## src/design/desu_pkg.sv

```systemverilog
// Shared types and constants of the dual-exponential synapse unit.
package desu_pkg;

  localparam int DATA_WIDTH_DEF = 32;
  localparam int FRAC_BITS_DEF  = 16;

  localparam int COEF_WIDTH = 32;
  localparam int REG_COUNT  = 6;
  localparam int REG_IDX_W  = 3;

  typedef enum logic [1:0] {
    REQ_WEIGHT = 2'd0,
    REQ_SPIKE  = 2'd1,
    REQ_TICK   = 2'd2,
    REQ_CLEAR  = 2'd3
  } req_type_e;

  typedef enum logic [2:0] {
    ST_IDLE,
    ST_LOAD,
    ST_MUL,
    ST_ACC,
    ST_WAIT
  } state_e;

  // Product sequence of a tick, then the random spike test. Each code also
  // selects the configuration register that holds its coefficient.
  localparam logic [2:0] STEP_RISE_IN   = 3'd0;
  localparam logic [2:0] STEP_RISE_RET  = 3'd1;
  localparam logic [2:0] STEP_DECAY_IN  = 3'd2;
  localparam logic [2:0] STEP_DECAY_RET = 3'd3;
  localparam logic [2:0] STEP_NORM      = 3'd4;
  localparam logic [2:0] STEP_SPIKE     = 3'd5;

  typedef struct packed {
    logic [1:0]         req_type;
    logic signed [31:0] weight;
    logic [31:0]        event_rate;
    logic [31:0]        random_draw;
  } req_t;

  typedef struct packed {
    logic signed [31:0] conductance;
    logic signed [31:0] rise_value;
  } rsp_t;

endpackage

```

## src/design/desu_stream_if.sv

```systemverilog
// Valid/ready stream channel carrying one payload beat.
interface desu_stream_if #(
  parameter type T = logic
);
  logic valid;
  logic ready;
  T     data;

  modport source (output valid, output data, input ready);
  modport sink (input valid, input data, output ready);
endinterface

```

## src/design/dual_exponential_synapse_unit.sv

```systemverilog
// Dual-exponential synapse: serial shift-add datapath, control sequencer and result register.
//
// Weight and clear beats are applied as they are taken, and the input stays
// open. A random spike beat runs one product through the bit-serial
// multiplier, which keeps the input closed until the product is done.
// A tick runs five products back to back (activation and rise into rise, old
// rise and decay into decay, decay into conductance), each a load state, a
// serial multiply and a round-and-accumulate state. The result then passes
// from the wait state into the output register, and the next beat can be
// taken after that. Each product's length is set by the multiplier, which
// consumes one coefficient bit per cycle and adds the multiplicand into a
// partial product that shifts right as it goes. The result register is freed
// as soon as the sink takes the beat; a tick that finishes while the previous
// result is still held waits in place.
module dual_exponential_synapse_unit #(
  parameter int DATA_WIDTH = desu_pkg::DATA_WIDTH_DEF,
  parameter int FRAC_BITS  = desu_pkg::FRAC_BITS_DEF
) (
  input  logic                                 clk_i,
  input  logic                                 rst_ni,
  input  logic                                 cfg_we_i,
  input  logic [desu_pkg::REG_IDX_W-1:0]       cfg_idx_i,
  input  logic [desu_pkg::COEF_WIDTH-1:0]      cfg_data_i,
  desu_stream_if.sink                          req_i,
  desu_stream_if.source                        rsp_o
);

  localparam int DW  = DATA_WIDTH;
  localparam int CW  = desu_pkg::COEF_WIDTH;
  localparam int AW  = (DW > CW + 1) ? DW : CW + 1;
  localparam int PW  = AW + CW + 1;
  localparam int TW  = PW - 16;
  localparam int SW  = TW + 1;
  localparam int BCW = $clog2(CW);

  localparam logic signed [SW-1:0] MAXV = {{(SW-DW+1){1'b0}}, {(DW-1){1'b1}}};
  localparam logic signed [SW-1:0] MINV = {{(SW-DW+1){1'b1}}, {(DW-1){1'b0}}};
  localparam logic signed [PW-1:0] HALF30 = PW'(1) << 29;
  localparam logic signed [PW-1:0] HALF16 = PW'(1) << 15;

  function automatic logic signed [DW-1:0] sat(input logic signed [SW-1:0] x);
    logic signed [DW-1:0] r;
    if (x > MAXV) begin
      r = MAXV[DW-1:0];
    end else if (x < MINV) begin
      r = MINV[DW-1:0];
    end else begin
      r = x[DW-1:0];
    end
    return r;
  endfunction

  desu_pkg::state_e state_q, state_d;

  logic [CW-1:0]        cfg_q [desu_pkg::REG_COUNT];
  logic signed [DW-1:0] act_q, act_d;
  logic signed [DW-1:0] rise_q, rise_d;
  logic signed [DW-1:0] decay_q, decay_d;
  logic signed [DW-1:0] cond_q, cond_d;
  logic signed [DW-1:0] rise_new_q, rise_new_d;
  logic signed [TW-1:0] acc_q, acc_d;
  logic [2:0]           step_q, step_d;
  logic [BCW-1:0]       bit_cnt_q, bit_cnt_d;
  logic signed [AW-1:0] mcand_q, mcand_d;
  logic [CW-1:0]        mplier_q, mplier_d;
  logic signed [AW:0]   p_hi_q, p_hi_d;
  logic [CW-1:0]        p_lo_q, p_lo_d;
  logic signed [DW-1:0] spk_weight_q, spk_weight_d;
  logic [31:0]          rate_q, rate_d;
  logic [31:0]          draw_q, draw_d;
  logic                 rsp_valid_q, rsp_valid_d;
  desu_pkg::rsp_t       rsp_q, rsp_d;

  logic                 req_fire;
  logic                 rsp_free;
  logic signed [DW-1:0] w_sat;
  logic signed [DW-1:0] act_plus_w;
  logic signed [DW-1:0] act_plus_spk;
  logic signed [AW+1:0] mul_sum;
  logic signed [PW-1:0] prod;
  logic signed [PW-1:0] rnd30;
  logic signed [PW-1:0] rnd16;
  logic signed [TW-1:0] term;
  logic signed [DW-1:0] pair_sat;
  logic [PW-1:0]        draw_ext;
  logic                 spike_hit;

  assign req_i.ready = (state_q == desu_pkg::ST_IDLE);
  assign req_fire    = req_i.valid && req_i.ready;
  assign rsp_o.valid = rsp_valid_q;
  assign rsp_o.data  = rsp_q;
  assign rsp_free    = !rsp_valid_q || rsp_o.ready;

  assign w_sat        = sat(SW'(req_i.data.weight));
  assign act_plus_w   = sat(SW'(act_q) + SW'(w_sat));
  assign act_plus_spk = sat(SW'(act_q) + SW'(spk_weight_q));

  // One serial multiply step: add the multiplicand when the coefficient bit is
  // set, then shift the partial product right by one into the low word.
  assign mul_sum = (AW+2)'(p_hi_q) + (mplier_q[0] ? (AW+2)'(mcand_q) : '0);

  assign prod  = $signed({p_hi_q, p_lo_q});
  assign rnd30 = (prod + HALF30) >>> 30;
  assign rnd16 = (prod + HALF16) >>> 16;
  assign term  = (step_q == desu_pkg::STEP_NORM) ? rnd16[TW-1:0] : rnd30[TW-1:0];
  assign pair_sat = sat(SW'(acc_q) + SW'(term));

  assign draw_ext  = PW'(draw_q) << FRAC_BITS;
  assign spike_hit = ($unsigned(prod) >= draw_ext);

  always_comb begin
    state_d = state_q;
    case (state_q)
      desu_pkg::ST_IDLE: begin
        if (req_fire && (req_i.data.req_type == desu_pkg::REQ_TICK ||
                         req_i.data.req_type == desu_pkg::REQ_SPIKE)) begin
          state_d = desu_pkg::ST_LOAD;
        end
      end
      desu_pkg::ST_LOAD: state_d = desu_pkg::ST_MUL;
      desu_pkg::ST_MUL: begin
        if (bit_cnt_q == BCW'(CW - 1)) begin
          state_d = desu_pkg::ST_ACC;
        end
      end
      desu_pkg::ST_ACC: begin
        case (step_q)
          desu_pkg::STEP_NORM:  state_d = desu_pkg::ST_WAIT;
          desu_pkg::STEP_SPIKE: state_d = desu_pkg::ST_IDLE;
          default:              state_d = desu_pkg::ST_LOAD;
        endcase
      end
      desu_pkg::ST_WAIT: begin
        if (rsp_free) begin
          state_d = desu_pkg::ST_IDLE;
        end
      end
      default: state_d = desu_pkg::ST_IDLE;
    endcase
  end

  always_comb begin
    act_d        = act_q;
    rise_d       = rise_q;
    decay_d      = decay_q;
    cond_d       = cond_q;
    rise_new_d   = rise_new_q;
    acc_d        = acc_q;
    step_d       = step_q;
    bit_cnt_d    = bit_cnt_q;
    mcand_d      = mcand_q;
    mplier_d     = mplier_q;
    p_hi_d       = p_hi_q;
    p_lo_d       = p_lo_q;
    spk_weight_d = spk_weight_q;
    rate_d       = rate_q;
    draw_d       = draw_q;
    rsp_d        = rsp_q;
    rsp_valid_d  = rsp_valid_q && !rsp_o.ready;

    case (state_q)
      desu_pkg::ST_IDLE: begin
        if (req_fire) begin
          case (req_i.data.req_type)
            desu_pkg::REQ_WEIGHT: act_d = act_plus_w;
            desu_pkg::REQ_SPIKE: begin
              step_d       = desu_pkg::STEP_SPIKE;
              spk_weight_d = w_sat;
              rate_d       = req_i.data.event_rate;
              draw_d       = req_i.data.random_draw;
            end
            desu_pkg::REQ_TICK: step_d = desu_pkg::STEP_RISE_IN;
            desu_pkg::REQ_CLEAR: begin
              act_d   = '0;
              rise_d  = '0;
              decay_d = '0;
              cond_d  = '0;
            end
            default: act_d = act_q;
          endcase
        end
      end
      desu_pkg::ST_LOAD: begin
        p_hi_d    = '0;
        p_lo_d    = '0;
        bit_cnt_d = '0;
        // The step code doubles as the index of its coefficient register.
        mplier_d  = cfg_q[step_q];
        case (step_q)
          desu_pkg::STEP_RISE_IN:   mcand_d = AW'(act_q);
          desu_pkg::STEP_RISE_RET:  mcand_d = AW'(rise_q);
          desu_pkg::STEP_DECAY_IN:  mcand_d = AW'(rise_q);
          desu_pkg::STEP_DECAY_RET: mcand_d = AW'(decay_q);
          desu_pkg::STEP_NORM:      mcand_d = AW'(decay_q);
          default:                  mcand_d = $signed(AW'(rate_q));
        endcase
      end
      desu_pkg::ST_MUL: begin
        p_hi_d    = mul_sum[AW+1:1];
        p_lo_d    = {mul_sum[0], p_lo_q[CW-1:1]};
        mplier_d  = {1'b0, mplier_q[CW-1:1]};
        bit_cnt_d = bit_cnt_q + BCW'(1);
      end
      desu_pkg::ST_ACC: begin
        step_d = step_q + 3'd1;
        case (step_q)
          desu_pkg::STEP_RISE_IN:   acc_d = term;
          desu_pkg::STEP_RISE_RET:  rise_new_d = pair_sat;
          desu_pkg::STEP_DECAY_IN:  acc_d = term;
          desu_pkg::STEP_DECAY_RET: decay_d = pair_sat;
          desu_pkg::STEP_NORM: begin
            cond_d = sat(SW'(term));
            rise_d = rise_new_q;
            act_d  = '0;
          end
          default: begin
            if (spike_hit) begin
              act_d = act_plus_spk;
            end
          end
        endcase
      end
      desu_pkg::ST_WAIT: begin
        if (rsp_free) begin
          rsp_valid_d       = 1'b1;
          rsp_d.conductance = 32'(cond_q);
          rsp_d.rise_value  = 32'(rise_q);
        end
      end
      default: rsp_d = rsp_q;
    endcase
  end

  always_ff @(posedge clk_i or negedge rst_ni) begin
    if (!rst_ni) begin
      state_q     <= desu_pkg::ST_IDLE;
      rsp_valid_q <= 1'b0;
      act_q       <= '0;
      rise_q      <= '0;
      decay_q     <= '0;
      cond_q      <= '0;
      step_q      <= '0;
      bit_cnt_q   <= '0;
      for (int i = 0; i < desu_pkg::REG_COUNT; i++) begin
        cfg_q[i] <= '0;
      end
    end else begin
      state_q     <= state_d;
      rsp_valid_q <= rsp_valid_d;
      act_q       <= act_d;
      rise_q      <= rise_d;
      decay_q     <= decay_d;
      cond_q      <= cond_d;
      step_q      <= step_d;
      bit_cnt_q   <= bit_cnt_d;
      if (cfg_we_i && (cfg_idx_i < desu_pkg::REG_IDX_W'(desu_pkg::REG_COUNT))) begin
        cfg_q[cfg_idx_i] <= cfg_data_i;
      end
    end
  end

  always_ff @(posedge clk_i) begin
    rise_new_q   <= rise_new_d;
    acc_q        <= acc_d;
    mcand_q      <= mcand_d;
    mplier_q     <= mplier_d;
    p_hi_q       <= p_hi_d;
    p_lo_q       <= p_lo_d;
    spk_weight_q <= spk_weight_d;
    rate_q       <= rate_d;
    draw_q       <= draw_d;
    rsp_q        <= rsp_d;
  end

endmodule

```

## src/flat_wrapper.sv

```systemverilog
// flat-port wrapper written by rule: the top's interface ports become plain ports
module dual_exponential_synapse_unit_flat 
#(
  parameter int DATA_WIDTH = desu_pkg::DATA_WIDTH_DEF,
  parameter int FRAC_BITS  = desu_pkg::FRAC_BITS_DEF
)
  (clk_i, rst_ni, cfg_we_i, cfg_idx_i, cfg_data_i, req_i_valid, req_i_data, req_i_ready, rsp_o_valid, rsp_o_data, rsp_o_ready);
  desu_stream_if #(.T(desu_pkg::req_t)) req_i_i ();
  desu_stream_if #(.T(desu_pkg::rsp_t)) rsp_o_i ();
  input  logic clk_i;
  input  logic rst_ni;
  input  logic cfg_we_i;
  input  logic [desu_pkg::REG_IDX_W-1:0] cfg_idx_i;
  input  logic [desu_pkg::COEF_WIDTH-1:0] cfg_data_i;
  input wire logic [$bits(req_i_i.valid)-1:0] req_i_valid;
  input wire logic [$bits(req_i_i.data)-1:0] req_i_data;
  output wire logic [$bits(req_i_i.ready)-1:0] req_i_ready;
  output wire logic [$bits(rsp_o_i.valid)-1:0] rsp_o_valid;
  output wire logic [$bits(rsp_o_i.data)-1:0] rsp_o_data;
  input wire logic [$bits(rsp_o_i.ready)-1:0] rsp_o_ready;
  assign req_i_i.valid = req_i_valid;
  assign req_i_i.data = req_i_data;
  assign req_i_ready = req_i_i.ready;
  assign rsp_o_valid = rsp_o_i.valid;
  assign rsp_o_data = rsp_o_i.data;
  assign rsp_o_i.ready = rsp_o_ready;
  dual_exponential_synapse_unit #(.DATA_WIDTH(DATA_WIDTH), .FRAC_BITS(FRAC_BITS)) u_core (.clk_i(clk_i), .rst_ni(rst_ni), .cfg_we_i(cfg_we_i), .cfg_idx_i(cfg_idx_i), .cfg_data_i(cfg_data_i), .req_i(req_i_i), .rsp_o(rsp_o_i));
endmodule
```

## config.mk

```make
export PLATFORM = sky130hd
export DESIGN_NAME = dual_exponential_synapse_unit_flat
export DESIGN_NICKNAME = d
export VERILOG_FILES = /design/src/design/desu_pkg.sv /design/src/design/desu_stream_if.sv /design/src/design/dual_exponential_synapse_unit.sv /design/src/flat_wrapper.sv
export SDC_FILE = /design/constraint.sdc
export NUM_CORES = 1
export LEC_CHECK = 0
export BUFFER_PORTS_ARGS = -buffer_cell sky130_fd_sc_hd__clkbuf_2
export CAP_MARGIN = 20
export CORE_MARGIN = 2
export CORE_UTILIZATION = 37
export DETAILED_ROUTE_END_ITERATION = 8
export HOLD_SLACK_MARGIN = 0.1
export REMOVE_ABC_BUFFERS = 1
export SYNTH_ARGS = -nofsm -noshare
export SYNTH_HDL_FRONTEND = slang
export SYNTH_SLANG_ARGS = --single-unit
```

## constraint.sdc

```tcl
create_clock -name clk_i -period 13.3 [get_ports clk_i]
set_input_delay 2.66 -clock clk_i [delete_from_list [all_inputs] [get_ports clk_i]]
set_output_delay 2.66 -clock clk_i [all_outputs]
set_load 0.05 [all_outputs]
```

==> flow_summary.toml <==
[detailed_routing]
dr.max_layer_used = "met5"
drt-wirelength-per-cell_um = 22.4
route.vias.total = 28339
finalWirelength_um = 114000
wl_met1_um = 47800
drtAntennaViolNets = 0
dr_wl_met3_um = 6300
drtPass1Iterations = 9
wl_met2_um = 54600
viasPerCell = 5.59
route.detailed.drc = 0
drt-initial-drc-count = 2550

[cells_and_area]
utilization_pct = 42.3
final_nets = 3962
design_area_um2 = 43800
synthToLayoutAreaGrowth_pct = 13.3
drive_gt1_share_pct = 18.3

[clocking]
cts_tree = "built"
clk_pin_slew_ns = 0.06
h-tree-depth = 3
post_cts_resized = 0
cts_setup_buffers = 0
clk_path_buf_depth = 3
postCtsHoldBufs = 0
numClockSinks = 705
numCtsBuffers = 79
clk_latency_ns = 0.65
cts_root_buf = "clkbuf_16"

[setup_path]
worstPathMaxFanout = 31
worstPathRequired_ns = 13.83
r2r_slack_ns = 6.17
cp_data_arrival_time_ns = 7.66
criticalPathCategory = "reg -> reg"
critPathLaunchType = "flop"
rr_worst_depth = 21
end_kind = "flop"

[power_and_ir_drop]
peakVddDrop_mv = 0.126
p_total_w = 0.0116
powerDensity_nw_per_um2 = 265
p_leak_nw = 17.9

[die]
rows = 118
io_pins = 204
fp.dieH_um = 327
initial_core_util_pct = 37.3
core_um2 = 103000
die-area_um2 = 107000
die_w_um = 327

[timing]
slew_headroom_pct = 20.1
tns_ns = 0
min_period_ns = 7.13
hold_slack_ns = 0.443
setup_viol = 0
final_max_slew_viol_count = 0
tightest_slew_ns = 1.17
hold_viol = 0
fmax_mhz = 140
fin_crit_sh_pct = 53.6
skew_ns = 0.0245
rsz0062_at_grt = "false"

[global_routing]
grt_pass1_wl_um = 173000
grt_pass1_vias = 28052
grt.total_usage_pct = 21.0
grt-ovfl-total = 0
grt_max_degree = 153
antenna_found_initial = 8

[yosys]
netlist_area_um2 = 38600
synth_top_area_cell = "edfxtp_1"
synth_edf_count = 373
yosys-top-cells-area = "edfxtp_1 29%, dfrtp_1 21%, ha_1 6.3%, mux2_2 5.7%, a21oi_1 3.7%"
ys_seq_elements = 705
synthArstFlopShare_pct = 47.1
syn_inst = 3488
yosys_warnings = 0
ys_seq_area_share_pct = 50.5
synthTopCellsByCount = "373 x edfxtp_1, 332 x dfrtp_1, 296 x nor2_1"
synth_cell_types = 89
yosys.area.top_type_share_pct = 29.0
synth_top_flop_cell = "edfxtp_1"
synth_most_common_cell = "edfxtp_1"
syn_area_per_cell_um2 = 11.1

[place]
globalplace.congestion = 0.954
placed_area_um2 = 41100
dp_hpwl_um = 81800
portBuffers = 203

[status]
outcome = "finished, final reports clean"

[job]
cap_violations = 0

[worst_hold_path]
hold_class = "reg -> reg"
hold_depth = 0
## through the flow
stage                     cells  setup WS (ns)
after global placement     4920           6.33
after global routing       5071           5.57
final                      5074           6.17
after CTS                  5068           6.17
after detailed placement   4922           6.22
after floorplan            3288           5.07
## worst max-delay path, stage by stage (launching register included)
cell and delay, ns:
edfxtp_1 0.46, ha_1 0.26, nand3_1 0.18, nor3_1 0.62, or4b_1 0.61, nor3_2 0.22, mux2i_1 0.21, buf_4 0.21
a21oi_1 0.13, ha_1 0.57, nand2_1 0.20, nor4_1 0.58, o21ai_0 0.23, a31oi_1 0.28, nor3_1 0.12, mux2_2 0.29
or2_1 0.21, or4_1 0.48, nor4_2 0.48, o21ai_4 0.07, buf_4 0.30, o211ai_1 0.24
## registers in the layout, indices dropped and copies added, names as in the netlist, 33 cells and up
name / cells
u_core.p_hi_q: 34
u_core.mcand_q: 33
u_core.acc_q: 50
u_core.rsp_o.data: 64
u_core.cfg_q: 192
## report_power, final
part / switching, W / internal [W]
Sequential: 0.000559 / 0.00312
Combinational: 0.00360 / 0.00212
Clock: 0.000916 / 0.00128
## area by class of cell
type | instances | area [µm²]
fillers | 9846 | 59700
repair buffers | 257 | 1510
multi-input cells | 2497 | 18100
well taps | 1380 | 1730
inverters | 86 | 325
clock buffers | 113 | 2330
flip-flops and latches | 705 | 19500
diodes | 3 | 7.51
clock inverters | 33 | 265
## cell families after synthesis
kind of cell               Yosys count  share of synthesized area (%)
DFF                                705                           50.5
and+or+nand+nor                    952                           11.8
xor gates and xnor gates           204                           4.62
AOI/OAI and AO/OA                  878                           15.2
adders and majority gates          198                           6.49
muxes                              265                           8.53
buffers and inverters              286                           2.92
## cells in the final DEF, fill, tap and decap left out, drive strengths merged, types with 106 or more instances in the layout
master | synthesis | routed
a21oi | 286 | 286
clkbuf | 172 | 316
dfrtp | 332 | 332
edfxtp | 373 | 373
ha | 194 | 194
mux2 | 196 | 196
nand2 | 251 | 251
nor2 | 297 | 297
o21ai | 171 | 171
xnor2 | 106 | 106
## worst paths after layout
check	from	end
min in group asynchronous	rst_ni	u_core.cfg_q[145]$_DFFE_PN0P_
max	u_core.p_lo_q[29]$_SDFFCE_PN0P_	u_core.decay_q[0]$_DFFE_PN0P_
max reg2reg	u_core.p_lo_q[29]$_SDFFCE_PN0P_	u_core.decay_q[0]$_DFFE_PN0P_
max in group asynchronous	rst_ni	u_core.cond_q[27]$_DFFE_PN0P_
min reg2reg	u_core.cond_q[27]$_DFFE_PN0P_	u_core.rsp_o.data[59]$_DFFE_PP_
min	u_core.cond_q[27]$_DFFE_PN0P_	u_core.rsp_o.data[59]$_DFFE_PP_
## per-layer routing
layer,track usage (%),vias to the layer above
li1,-,13297
met1,26.8,13969
met2,35.0,843
met3,3.69,220
met4,8.84,10
met5,0,-
Note: power is estimated with default switching activity, not from simulation.
